[src/hw/rtl/srrr_pkg.sv]
// shared types and constants of the selective repeat reorder receiver
// used by srrr_ctrl, srrr_dp and selective_repeat_reorder_receiver
package srrr_pkg;

   localparam int SLOTS      = 8;
   localparam int SEQ_BITS   = 16;
   localparam int TAG_BITS   = 16;
   localparam int CFG_BITS   = 4;
   localparam int INITSEQID  = 0;
   localparam int SLOT_IDX_W = (SLOTS > 1) ? $clog2(SLOTS) : 1;
   localparam int CMP_W      = SLOT_IDX_W + CFG_BITS;

   localparam logic [CFG_BITS-1:0] CFG_RESET = CFG_BITS'(8);

   localparam logic KIND_ACK = 1'b0;
   localparam logic KIND_DLV = 1'b1;

   typedef enum logic [1:0] {
      EMIT_SELF_DLV,
      EMIT_SELF_ACK,
      EMIT_SLOT_DLV
   } emit_sel_type;

   typedef struct packed {
      logic         load_req;
      logic         emit;
      emit_sel_type emit_sel;
      logic         emit_last;
      logic         store_slot;
      logic         clear_match;
      logic         inc_expected;
   } cmd_type;

   typedef struct packed {
      logic accepted;
      logic in_order;
      logic future;
      logic dup;
      logic free_found;
      logic match_cur;
      logic match_nxt;
      logic out_free;
   } sts_type;

endpackage

[src/hw/rtl/srrr_dp.sv]
// datapath: request registers, expected number, reorder slots, result register
// depends on srrr_pkg
module srrr_dp (
   input  logic                             clock,
   input  logic                             reset,
   input  logic                             req_valid,
   input  logic [srrr_pkg::SEQ_BITS-1:0]    req_frame_seq,
   input  logic [srrr_pkg::TAG_BITS-1:0]    req_payload_tag,
   input  logic                             req_accepted,
   input  logic                             csr_wr_en,
   input  logic [srrr_pkg::CFG_BITS-1:0]    csr_wr_data,
   input  logic                             rsp_stall,
   output logic                             rsp_valid,
   output logic                             rsp_result_kind,
   output logic [srrr_pkg::SEQ_BITS-1:0]    rsp_result_seq,
   output logic [srrr_pkg::TAG_BITS-1:0]    rsp_result_tag,
   output logic                             rsp_last_result,
   input  srrr_pkg::cmd_type                cmd,
   output srrr_pkg::sts_type                sts
);
   import srrr_pkg::*;

   logic [SEQ_BITS-1:0]   frame_seq_ff;
   logic [TAG_BITS-1:0]   payload_tag_ff;
   logic                  accepted_ff;
   logic [SEQ_BITS-1:0]   expected_ff;
   logic [SEQ_BITS-1:0]   expected_in;
   logic [CFG_BITS-1:0]   slots_in_use_ff;
   logic [SLOTS-1:0]      slot_valid_ff;
   logic [SLOTS-1:0]      slot_valid_in;
   logic [SEQ_BITS-1:0]   slot_seq_ff [SLOTS];
   logic [TAG_BITS-1:0]   slot_tag_ff [SLOTS];
   logic                  rsp_valid_ff;
   logic                  rsp_valid_in;
   logic                  rsp_kind_ff;
   logic [SEQ_BITS-1:0]   rsp_seq_ff;
   logic [TAG_BITS-1:0]   rsp_tag_ff;
   logic                  rsp_last_ff;

   logic [SEQ_BITS-1:0]   diff;
   logic [SEQ_BITS-1:0]   expected_nxt;
   logic [SLOTS-1:0]      active;
   logic [SLOTS-1:0]      hit_cur;
   logic [SLOTS-1:0]      hit_nxt;
   logic [SLOTS-1:0]      hit_dup;
   logic [SLOTS-1:0]      is_free;
   logic [SLOT_IDX_W-1:0] match_idx;
   logic [SLOT_IDX_W-1:0] free_idx;
   logic                  out_free;

   assign diff         = frame_seq_ff - expected_ff;
   assign expected_nxt = expected_ff + 1'b1;
   assign out_free     = !rsp_valid_ff || !rsp_stall;

   always_comb begin
      for (int i = 0; i < SLOTS; i++) begin
         active[i]  = CMP_W'(i) < CMP_W'(slots_in_use_ff);
         hit_cur[i] = active[i] && slot_valid_ff[i] && (slot_seq_ff[i] == expected_ff);
         hit_nxt[i] = active[i] && slot_valid_ff[i] && (slot_seq_ff[i] == expected_nxt);
         hit_dup[i] = active[i] && slot_valid_ff[i] && (slot_seq_ff[i] == frame_seq_ff);
         is_free[i] = active[i] && !slot_valid_ff[i];
      end
   end

   always_comb begin
      match_idx = '0;
      free_idx  = '0;
      for (int i = SLOTS - 1; i >= 0; i--) begin
         if (hit_cur[i]) begin
            match_idx = SLOT_IDX_W'(i);
         end
         if (is_free[i]) begin
            free_idx = SLOT_IDX_W'(i);
         end
      end
   end

   always_comb begin
      sts.accepted   = accepted_ff;
      sts.in_order   = (diff == '0);
      sts.future     = (diff != '0) && !diff[SEQ_BITS-1];
      sts.dup        = |hit_dup;
      sts.free_found = |is_free;
      sts.match_cur  = |hit_cur;
      sts.match_nxt  = |hit_nxt;
      sts.out_free   = out_free;
   end

   always_comb begin
      expected_in   = cmd.inc_expected ? expected_nxt : expected_ff;
      slot_valid_in = slot_valid_ff;
      if (cmd.store_slot) begin
         slot_valid_in[free_idx] = 1'b1;
      end
      if (cmd.clear_match) begin
         slot_valid_in[match_idx] = 1'b0;
      end
      rsp_valid_in = cmd.emit || (rsp_valid_ff && rsp_stall);
   end

   always_ff @(posedge clock) begin
      if (reset) begin
         expected_ff     <= SEQ_BITS'(INITSEQID);
         slots_in_use_ff <= CFG_RESET;
         slot_valid_ff   <= '0;
         rsp_valid_ff    <= 1'b0;
      end else begin
         expected_ff   <= expected_in;
         slot_valid_ff <= slot_valid_in;
         rsp_valid_ff  <= rsp_valid_in;
         if (csr_wr_en) begin
            slots_in_use_ff <= csr_wr_data;
         end
      end
   end

   always_ff @(posedge clock) begin
      if (cmd.load_req && req_valid) begin
         frame_seq_ff   <= req_frame_seq;
         payload_tag_ff <= req_payload_tag;
         accepted_ff    <= req_accepted;
      end
      if (cmd.store_slot) begin
         slot_seq_ff[free_idx] <= frame_seq_ff;
         slot_tag_ff[free_idx] <= payload_tag_ff;
      end
      if (cmd.emit) begin
         rsp_last_ff <= cmd.emit_last;
         case (cmd.emit_sel)
            EMIT_SELF_DLV: begin
               rsp_kind_ff <= KIND_DLV;
               rsp_seq_ff  <= frame_seq_ff;
               rsp_tag_ff  <= payload_tag_ff;
            end
            EMIT_SELF_ACK: begin
               rsp_kind_ff <= KIND_ACK;
               rsp_seq_ff  <= frame_seq_ff;
               rsp_tag_ff  <= '0;
            end
            EMIT_SLOT_DLV: begin
               rsp_kind_ff <= KIND_DLV;
               rsp_seq_ff  <= slot_seq_ff[match_idx];
               rsp_tag_ff  <= slot_tag_ff[match_idx];
            end
            default: begin
               rsp_kind_ff <= KIND_ACK;
               rsp_seq_ff  <= frame_seq_ff;
               rsp_tag_ff  <= '0;
            end
         endcase
      end
   end

   assign rsp_valid       = rsp_valid_ff;
   assign rsp_result_kind = rsp_kind_ff;
   assign rsp_result_seq  = rsp_seq_ff;
   assign rsp_result_tag  = rsp_tag_ff;
   assign rsp_last_result = rsp_last_ff;

endmodule

[src/hw/rtl/srrr_ctrl.sv]
// controller state machine: classifies a request and sequences its results
// depends on srrr_pkg
module srrr_ctrl (
   input  logic              clock,
   input  logic              reset,
   input  logic              req_valid,
   output logic              req_stall,
   input  srrr_pkg::sts_type sts,
   output srrr_pkg::cmd_type cmd
);
   import srrr_pkg::*;

   typedef enum logic [1:0] {
      ST_IDLE,
      ST_EVAL,
      ST_ACK,
      ST_DRAIN
   } state_type;

   state_type state_ff;
   state_type state_in;

   always_comb begin
      state_in = state_ff;
      cmd      = '0;
      case (state_ff)
         ST_IDLE: begin
            if (req_valid) begin
               cmd.load_req = 1'b1;
               state_in     = ST_EVAL;
            end
         end
         ST_EVAL: begin
            if (!sts.accepted) begin
               state_in = ST_IDLE;
            end else if (sts.in_order) begin
               if (sts.out_free) begin
                  cmd.emit         = 1'b1;
                  cmd.emit_sel     = EMIT_SELF_DLV;
                  cmd.inc_expected = 1'b1;
                  state_in         = ST_ACK;
               end
            end else if (sts.future && !sts.dup && sts.free_found) begin
               if (sts.out_free) begin
                  cmd.emit       = 1'b1;
                  cmd.emit_sel   = EMIT_SELF_ACK;
                  cmd.emit_last  = 1'b1;
                  cmd.store_slot = 1'b1;
                  state_in       = ST_IDLE;
               end
            end else begin
               state_in = ST_IDLE;
            end
         end
         ST_ACK: begin
            if (sts.out_free) begin
               cmd.emit      = 1'b1;
               cmd.emit_sel  = EMIT_SELF_ACK;
               cmd.emit_last = !sts.match_cur;
               state_in      = sts.match_cur ? ST_DRAIN : ST_IDLE;
            end
         end
         ST_DRAIN: begin
            if (sts.out_free) begin
               cmd.emit         = 1'b1;
               cmd.emit_sel     = EMIT_SLOT_DLV;
               cmd.emit_last    = !sts.match_nxt;
               cmd.clear_match  = 1'b1;
               cmd.inc_expected = 1'b1;
               state_in         = sts.match_nxt ? ST_DRAIN : ST_IDLE;
            end
         end
         default: begin
            state_in = ST_IDLE;
         end
      endcase
   end

   always_ff @(posedge clock) begin
      if (reset) begin
         state_ff <= ST_IDLE;
      end else begin
         state_ff <= state_in;
      end
   end

   assign req_stall = (state_ff != ST_IDLE);

endmodule

[src/hw/rtl/selective_repeat_reorder_receiver.sv]
// selective repeat reorder receiver: one request enters while the controller is idle,
// is classified in the next cycle, then its results leave one per cycle, while rsp_stall allows,
// from an output register, paced by the single result register and one slot match per cycle.
// reset (synchronous): expected number zero, all slots free, slots_in_use 8, no result pending.
module selective_repeat_reorder_receiver (
   input  logic                          clock,
   input  logic                          reset,
   input  logic                          req_valid,
   output logic                          req_stall,
   input  logic [srrr_pkg::SEQ_BITS-1:0] req_frame_seq,
   input  logic [srrr_pkg::TAG_BITS-1:0] req_payload_tag,
   input  logic                          req_accepted,
   output logic                          rsp_valid,
   input  logic                          rsp_stall,
   output logic                          rsp_result_kind,
   output logic [srrr_pkg::SEQ_BITS-1:0] rsp_result_seq,
   output logic [srrr_pkg::TAG_BITS-1:0] rsp_result_tag,
   output logic                          rsp_last_result,
   input  logic                          csr_wr_en,
   input  logic [srrr_pkg::CFG_BITS-1:0] csr_wr_data
);
   import srrr_pkg::*;

   cmd_type cmd;
   sts_type sts;

   srrr_ctrl u_ctrl (
      .clock     (clock),
      .reset     (reset),
      .req_valid (req_valid),
      .req_stall (req_stall),
      .sts       (sts),
      .cmd       (cmd)
   );

   srrr_dp u_dp (
      .clock           (clock),
      .reset           (reset),
      .req_valid       (req_valid),
      .req_frame_seq   (req_frame_seq),
      .req_payload_tag (req_payload_tag),
      .req_accepted    (req_accepted),
      .csr_wr_en       (csr_wr_en),
      .csr_wr_data     (csr_wr_data),
      .rsp_stall       (rsp_stall),
      .rsp_valid       (rsp_valid),
      .rsp_result_kind (rsp_result_kind),
      .rsp_result_seq  (rsp_result_seq),
      .rsp_result_tag  (rsp_result_tag),
      .rsp_last_result (rsp_last_result),
      .cmd             (cmd),
      .sts             (sts)
   );

   a_emit_needs_room: assert property (@(posedge clock) disable iff (reset)
      cmd.emit |-> sts.out_free)
      else $error("result written while result register is held");

   a_store_is_legal: assert property (@(posedge clock) disable iff (reset)
      cmd.store_slot |-> (sts.future && !sts.dup && sts.free_found && cmd.emit))
      else $error("slot stored without a free slot or with a duplicate");

   a_clear_has_match: assert property (@(posedge clock) disable iff (reset)
      cmd.clear_match |-> (sts.match_cur && cmd.inc_expected))
      else $error("slot freed without a matching number");

   a_no_accept_while_busy: assert property (@(posedge clock) disable iff (reset)
      (req_valid && !req_stall) |=> req_stall)
      else $error("request accepted while previous request in progress");

endmodule
[config.mk]
export PLATFORM = sky130hd
export DESIGN_NAME = selective_repeat_reorder_receiver
export DESIGN_NICKNAME = d
export VERILOG_FILES = /design/src/hw/rtl/srrr_pkg.sv /design/src/hw/rtl/srrr_dp.sv /design/src/hw/rtl/srrr_ctrl.sv /design/src/hw/rtl/selective_repeat_reorder_receiver.sv
export SDC_FILE = /design/constraint.sdc
export NUM_CORES = 1
export LEC_CHECK = 0
export BUFFER_PORTS_ARGS = -buffer_cell sky130_fd_sc_hd__buf_2
export CAP_MARGIN = 0
export CORE_ASPECT_RATIO = 0.75
export CORE_MARGIN = 5
export CORE_UTILIZATION = 40
export DETAILED_ROUTE_END_ITERATION = 10
export PLACE_DENSITY = 0.59
export SETUP_SLACK_MARGIN = 0.05
export SLEW_MARGIN = 20
export SYNTH_ARGS = -nofsm -noshare
export SYNTH_HDL_FRONTEND = slang
export SYNTH_SLANG_ARGS = --single-unit
[constraint.sdc]
create_clock -name clock -period 5.66 [get_ports clock]
set_input_delay 0.566 -clock clock [delete_from_list [all_inputs] [get_ports clock]]
set_output_delay 0.566 -clock clock [all_outputs]
set_load 0.01 [all_outputs]
Yosys cells after proc, flatten, opt, wreduce, memory -nomap -nowiden --
Memories as Yosys holds them, arrays and structs flattened. Index checks and enable logic that the tools add are counted.
Word-level totals: register bits 98, bits in writable memories 256, bits of input ports 42, output and inout port bits 36, logic and storage cells 194, memories kept 2
Memories:
- u_dp.slot_seq_ff | words 8, width 16, read ports 9, clocked after Yosys merged registers in 0, write ports 1, line srrr_dp.sv:31 | logic [SEQ_BITS-1:0] slot_seq_ff [SLOTS];
- u_dp.slot_tag_ff | words 8, width 16, read ports 1, clocked after Yosys merged registers in 0, write ports 1, line srrr_dp.sv:32 | logic [TAG_BITS-1:0] slot_tag_ff [SLOTS];
Cells by class: add/subtract/negate cells 2, $lt $le $gt $ge 12, equality and inequality tests 33, muxes and demuxes 56, bitwise logic cells 3, reduce and logical (&&, ||, !) cells 74
Operator list (number):
- 16-bit equality test | 24
- 3-bit two-way mux | 18
- 1-bit logical AND | 47
- 16-bit one-hot mux with 2 select lines | 1
- 8-bit OR reduction | 4
- 2-bit two-way mux | 12
- 16-bit by 1-bit adder with 16-bit output (second input constant) | 1
- 16-bit zero test | 1
- 3-bit by 4-bit < comparator with 1-bit output (first input constant) | 4
- 16-bit two-way mux | 1
- 8-bit two-way mux | 2
- 16-bit nonzero test | 1
- 16-bit subtractor | 1
- 5-bit two-way mux | 3
- 1-bit zero test | 14
- 1-bit two-way mux | 12
- 4-bit one-hot mux with 3 select lines | 1
- 8-bit bitwise AND | 1
- 1-bit by 4-bit < comparator with 1-bit output (first input constant) | 2
- 2-bit by 4-bit < comparator with 1-bit output (first input constant) | 2
- 3-bit by 4-bit < comparator with 1-bit output (second input constant) | 2
- 4-bit two-way mux | 2
- 4-bit inequality test (second input constant) | 2
- 8-bit inverter | 1
- other kinds (14) | 21

Depth between registers and ports, before layout --
depth in word-level cells 18, gate-level depth with buffers 16, gate-level depth less buffers 11

Hierarchy --
From an unflattened synthesis, not the netlist that was laid out.
Second synthesis, totals: cells, all modules 1675, area, all modules 19701.4 µm²
By module, submodules not included:
- srrr_dp | times used 1, cells each 1643, area an instance 19488.7 µm², seq. area each 10279.9 µm²
- srrr_ctrl | times used 1, cells each 32, area an instance 212.7 µm², seq. area each 40.0 µm²

Least setup slack after synthesis --
Ideal clock, no wire load.
path kind register to register, start register u_dp.expected_ff[3], end memory u_dp.slot_seq_ff[2][0], enable pin, library setup time 0.464 ns, arrival time 5.551 ns, data required time 5.196 ns, slack -0.354 ns, cell stages (with the launch flop) 14, path buffers 3, clock period less this slack 6.014 ns, path through dfxtp_1 > buf_2 > buf_2 > inv_1 > ha_1 > a21o_1 > a21oi_1 > a211oi_1 > or3_1 > a221o_1 > mux2i_1 > or4b_4 > buf_6 > nor3_1
On the way: word-level cells in the longest chain between the ends 11, elaborated cells between the ends (all ways) 13, classes of those cells 1 x add/sub; 6 x mux; 6 x reduce/logical
RTL lines:
- from (decl) | line srrr_dp.sv:26 | logic [SEQ_BITS-1:0] expected_ff;
- from (signal assigned) | line srrr_dp.sv:103 | expected_ff <= SEQ_BITS'(INITSEQID);
- from (signal assigned) | line srrr_dp.sv:108 | expected_ff <= expected_in;
- 16-bit subtractor (*) | line srrr_dp.sv:51 | assign diff = frame_seq_ff - expected_ff;
- 16-bit nonzero test or 1-bit zero test (tied branches) | line srrr_dp.sv:81 | sts.future = (diff != '0) && !diff[SEQ_BITS-1];
- 1-bit logical AND | line srrr_dp.sv:81
- 1-bit logical AND (2 in a row) | line srrr_ctrl.sv:43 | end else if (sts.future && !sts.dup && sts.free_found) begin
- 5-bit two-way mux | line srrr_ctrl.sv:43
- 2-bit two-way mux (*) | line srrr_ctrl.sv:36 | end else if (sts.in_order) begin
- 5-bit two-way mux (*) | line srrr_ctrl.sv:34 | if (!sts.accepted) begin
- 1-bit two-way mux (*) | line srrr_ctrl.sv:26 | case (state_ff)
- 1-bit two-way mux (*) | line srrr_dp.sv:123 | if (cmd.store_slot) begin
- 1-bit two-way mux (not written as such) (*) | line srrr_dp.sv:124 | slot_seq_ff[free_idx] <= frame_seq_ff;
- to (decl) | line srrr_dp.sv:31
Mark *: on every way between the ends. The rest lies on a longest branch, timed or not.

Worst setup path after layout --
start register u_dp.expected_ff[0], end memory u_dp.slot_tag_ff[5][11], enable pin
On the way: word-level cells in the longest chain between the ends 11, elaborated cells between the ends (all ways) 13, classes of those cells 1 x add/sub; 6 x mux; 6 x reduce/logical
RTL lines:
- 16-bit subtractor (*) | line srrr_dp.sv:51
- 16-bit nonzero test or 1-bit zero test (tied branches) | line srrr_dp.sv:81
- 1-bit logical AND | line srrr_dp.sv:81
- 1-bit logical AND (2 in a row) | line srrr_ctrl.sv:43
- 5-bit two-way mux | line srrr_ctrl.sv:43
- 2-bit two-way mux (*) | line srrr_ctrl.sv:36
- 5-bit two-way mux (*) | line srrr_ctrl.sv:34
- 1-bit two-way mux (*) | line srrr_ctrl.sv:26
- 1-bit two-way mux (*) | line srrr_dp.sv:123
- 1-bit two-way mux (not written as such) (*) | line srrr_dp.sv:125 | slot_tag_ff[free_idx] <= payload_tag_ff;
- to (decl) | line srrr_dp.sv:32
Marked as above.

==> metrics.log <==
[metrics] maximum number of pins on one net before global-route repair: 60
[metrics] number of rows created at floorplan: just over 70
[metrics] average cell area after synthesis: around 12 um2
[metrics] kind of cell adding the most delay to the critical path: simple AND/OR/NAND/NOR gates
[metrics] vias: 16360
[metrics] starting density of the core: 0.4066
[metrics] Clk network pwr share: 0.426
[metrics] post-cts resize count: 0
[metrics] Period minus WS final: between 4 and 5 ns
[metrics] via density per instance: ~6.6
[metrics] required time at the endpoint of the critical path: between 5 and 6 ns
[metrics] number of clock sinks seen by CTS: between 300 and 400
[metrics] most area-consuming cells after synthesis: sky130_fd_sc_hd__edfxtp_1 47%, sky130_fd_sc_hd__xnor2_1 7.5%, sky130_fd_sc_hd__xor2_1 7.1%, sky130_fd_sc_hd__dfxtp_1 3.0%, sky130_fd_sc_hd__mux2i_1 2.8%
[metrics] Skew-Pair Late Insertion Delay: 0.57 ns
[metrics] sequential-to-total area share from yosys stat: 0.5039
[metrics] kind of critical path: register to register
[metrics] synthesis-to-layout area growth: 12.56%
[metrics] gate count after technology mapping: around 1700
[metrics] FFs w/ async S/R, synth: 0
[metrics] leading register cell type out of synthesis: sky130_fd_sc_hd__edfxtp_1
[metrics] final global-route overflow total: 0
[metrics] warning count from the yosys run: 0
[metrics] worst hold path class: primary input to register
[metrics] Die Y-Extent: slightly above 200 um
[metrics] layout cells sized above 1: 0.1496
[metrics] via count of the first global-routing pass: between 15000 and 20000
[metrics] Core Area: slightly above 50000 um2
[metrics] Power Dens Cells: between 200 and 250 nW/um2
[metrics] count of distinct cell types in the synthesized netlist: 90
[metrics] number of top-level pins: between 70 and 80
[metrics] outcome: finished, final reports clean
[metrics] Diodes inserted: 0
[metrics] highest ir drop seen on vdd: about 0.00022 V
[metrics] Fmax: about 0.22 GHz
[metrics] Finished Layout Cells: ~2500
[metrics] count of antenna-violating nets left after detailed routing: 0
[metrics] count of final max-slew check failures: 0
[metrics] synthesis-stage register bit count: about 350
[metrics] final wirelength: between 80 and 90 mm
[metrics] count of flip-flops with a built-in enable after synthesis: between 300 and 400
[metrics] Total Routing Usage GR: 0.2906
[metrics] netlist area before placement: 20480 um2
[metrics] power share of the combinational group: 0.054
[metrics] wire length of the first global-routing pass: between 100 and 150 mm
[metrics] RSZ-0062 raised after global routing: false
[metrics] post-place setup slack: roughly 1.3 ns
[metrics] clock root buffer: sky130_fd_sc_hd__clkbuf_16
[metrics] switching power: 1.349 mW
[metrics] number of hold buffers added after CTS: 0
[metrics] total placed instance area: 21880 um2
[metrics] number of violations of the max-capacitance limit: 0
[metrics] final period utilization: 0.8111
[metrics] maximum count of clock buffers along a single path: 3
[metrics] Die X: 271.3 um
[metrics] Clock Skews: 0.03794 ns
[metrics] number of port buffers: 77
[metrics] final hold vios: 0
[metrics] kind of end point of the critical path: register
[metrics] total number of nets in the final design: about 1900
[metrics] largest fanout on the critical path: 17
[metrics] Die Area: 55870 um2
[metrics] number of design-rule violations left by the first detailed-router iteration: about 2500
[metrics] Setup Viol. Count Final: 0
[metrics] TritonCTS buffer count: 37
[metrics] most frequent cells in the layout: 323 x sky130_fd_sc_hd__edfxtp_1, 175 x sky130_fd_sc_hd__xnor2_1, 166 x sky130_fd_sc_hd__xor2_1, 88 x sky130_fd_sc_hd__buf_4, 77 x sky130_fd_sc_hd__buf_2
[metrics] CTS clock-pin slew for the worst setup and hold paths: about 0.070 ns
[metrics] most common library cell in the layout ignoring fill and taps: sky130_fd_sc_hd__edfxtp_1
[metrics] area share of the largest cell type after synthesis: 0.4736
[metrics] data arrival at the endpoint of the critical path: ~4.8 ns
[metrics] DRC violations left: 0
[metrics] standard cell with the maximum stage delay on the critical path: sky130_fd_sc_hd__dfxtp_1
[metrics] number of buffers inserted to repair setup after CTS: 0
[metrics] maximum single-stage delay on the critical path: approximately 0.8 ns
[metrics] Reg power frac: 0.520
[metrics] leakage power: roughly 8.0 nW
[metrics] slew at the pin closest to its max-slew limit: about 1.1 ns
[metrics] post-synth top area cell: sky130_fd_sc_hd__edfxtp_1
[metrics] ordered list of cells on the worst path: ha_1 > nor2b_4 > o2111ai_1 > a211oi_1 > or3_1 > a221o_1 > mux2i_1 > or4b_4 > nor3_2 > buf_4
[metrics] switching fraction of total power: 0.2379
[metrics] routability cong.: about 1.2
[metrics] internal power: about 4.3 mW
[metrics] worst relative slew slack: 0.2689
[metrics] worst hold slack: between 0.15 and 0.2 ns
[metrics] startpoint class of the critical path: register
[metrics] syn nets: roughly 1800
[metrics] number of placed instances with taps included: around 2400
[metrics] cell area after layout: 23050 um2
[metrics] average wire length per cell after detail routing: 33.66 um
[metrics] clock tree from TritonCTS: done
[metrics] antenna violations before repair: 2
[metrics] number of detailed-routing iterations run before antenna repair: 6
[metrics] half-perimeter wire length after placement: between 60 and 70 mm
[metrics] combined buffer and inverter count along the critical path: 1
[metrics] deepest level of the CTS H-tree: 2
[metrics] Setup WS post-layout: roughly 1.1 ns
[metrics] total negative slack: 0 ns
-- area by class of cell --
| cell class | instances | area [um2] |
|---|---|---|
| flip-flops and latches | 354 | 10320 |
| multi-input cells | 1210 | 9518 |
| inverters | 32 | 120.1 |
| fillers | 4579 | 27320 |
| repair buffers | 168 | 1106 |
| well taps | 657 | 822.0 |
| clock inverters | 19 | 153.9 |
| clock buffers | 49 | 1011 |
-- Yosys cell counts, types with 8 or more instances --
library cell                  n
sky130_fd_sc_hd__a21oi_1     52
sky130_fd_sc_hd__a221o_1     15
sky130_fd_sc_hd__a22o_1      34
sky130_fd_sc_hd__a22oi_1     47
sky130_fd_sc_hd__a311oi_1    10
sky130_fd_sc_hd__a31oi_1     10
sky130_fd_sc_hd__and3_1      25
sky130_fd_sc_hd__and4_1       8
sky130_fd_sc_hd__buf_1        8
sky130_fd_sc_hd__buf_2       33
sky130_fd_sc_hd__buf_4       13
sky130_fd_sc_hd__clkbuf_1    79
sky130_fd_sc_hd__dfxtp_1     31
sky130_fd_sc_hd__edfxtp_1   323
sky130_fd_sc_hd__ha_1        16
sky130_fd_sc_hd__inv_1       30
sky130_fd_sc_hd__mux2i_1     57
sky130_fd_sc_hd__nand2_1     71
sky130_fd_sc_hd__nand2b_1     8
sky130_fd_sc_hd__nand3_1     29
sky130_fd_sc_hd__nand4_1     39
sky130_fd_sc_hd__nor2_1      68
sky130_fd_sc_hd__nor2b_1     15
sky130_fd_sc_hd__nor3_1      28
sky130_fd_sc_hd__nor4_1      56
sky130_fd_sc_hd__o2111ai_1    9
sky130_fd_sc_hd__o211ai_1    16
sky130_fd_sc_hd__o21a_1      17
sky130_fd_sc_hd__o21ai_0     25
sky130_fd_sc_hd__o221ai_1    23
sky130_fd_sc_hd__o31ai_1     14
sky130_fd_sc_hd__or3_1       13
sky130_fd_sc_hd__xnor2_1    175
sky130_fd_sc_hd__xnor3_1     22
sky130_fd_sc_hd__xor2_1     166
-- per-stage QoR --
step	power, mW	utilization
2_1_floorplan	3.148	-
3_3_place_gp	3.298	0.4342
3_5_place_dp	3.300	0.4344
4_1_cts	5.689	0.4575
5_1_grt	5.836	0.4576
6_report	5.668	0.4576
-- power by group through the flow --
stage	clock network (mW)	registers [mW]	logic, mW
floorplan	0	2.97	0.173
global placement	0	3.00	0.297
detailed placement	0	3.00	0.298
CTS	2.44	2.95	0.299
global route	2.56	2.95	0.324
finish	2.41	2.95	0.305
-- final timing paths --
path	end	startpoint	depth (start not counted)	slack, ns
worst max-delay path	u_dp.slot_tag_ff[5][11]$_DFFE_PP_	u_dp.expected_ff[0]$_SDFFE_PP0P_	10	1.07
worst min-delay path	u_dp.frame_seq_ff[10]$_DFFE_PP_	req_frame_seq[10]	1	0.17
worst max register to register	u_dp.slot_tag_ff[5][11]$_DFFE_PP_	u_dp.expected_ff[0]$_SDFFE_PP0P_	10	1.07
worst min register to register	u_dp.slot_valid_ff[3]$_SDFF_PP0_	u_dp.slot_valid_ff[3]$_SDFF_PP0_	1	0.53
-- registers in the layout, summed over array words and instances, names as in the netlist --
signal,flops
u_dp.accepted_ff,1
u_dp.slot_tag_ff,128
u_ctrl.state_ff,2
u_dp.rsp_valid,1
u_dp.frame_seq_ff,16
u_dp.rsp_result_tag,16
u_dp.rsp_result_seq,16
u_dp.rsp_result_kind,1
u_dp.slot_valid_ff,8
u_dp.payload_tag_ff,16
u_dp.rsp_last_result,1
u_dp.slots_in_use_ff,4
u_dp.expected_ff,16
u_dp.slot_seq_ff,128
-- routing by layer --
| layer | share of wire | global-route usage | routed length (um) |
|---|---|---|---|
| met1 | 0.43 | 0.4359 | 36180 |
| met2 | 0.37 | 0.3785 | 31230 |
| met3 | 0.16 | 0.1272 | 13510 |
| met4 | 0.034 | 0.07440 | 2840 |
| met5 | 0.00031 | 0 | 26 |
-- kinds of logic (layout without fill, tap and decap cells) --
family,after synthesis,count (layout),share of synthesized area
buffers and inverters,169,268,0.03703
muxes,64,64,0.03171
and+or+nand+nor,406,406,0.1132
DFF,354,354,0.5039
adders and majority gates,17,17,0.01026
xor gates and xnor gates,363,363,0.1700
AOI/OAI and AO/OA,360,360,0.1338
(Power assumes the default switching activity.)
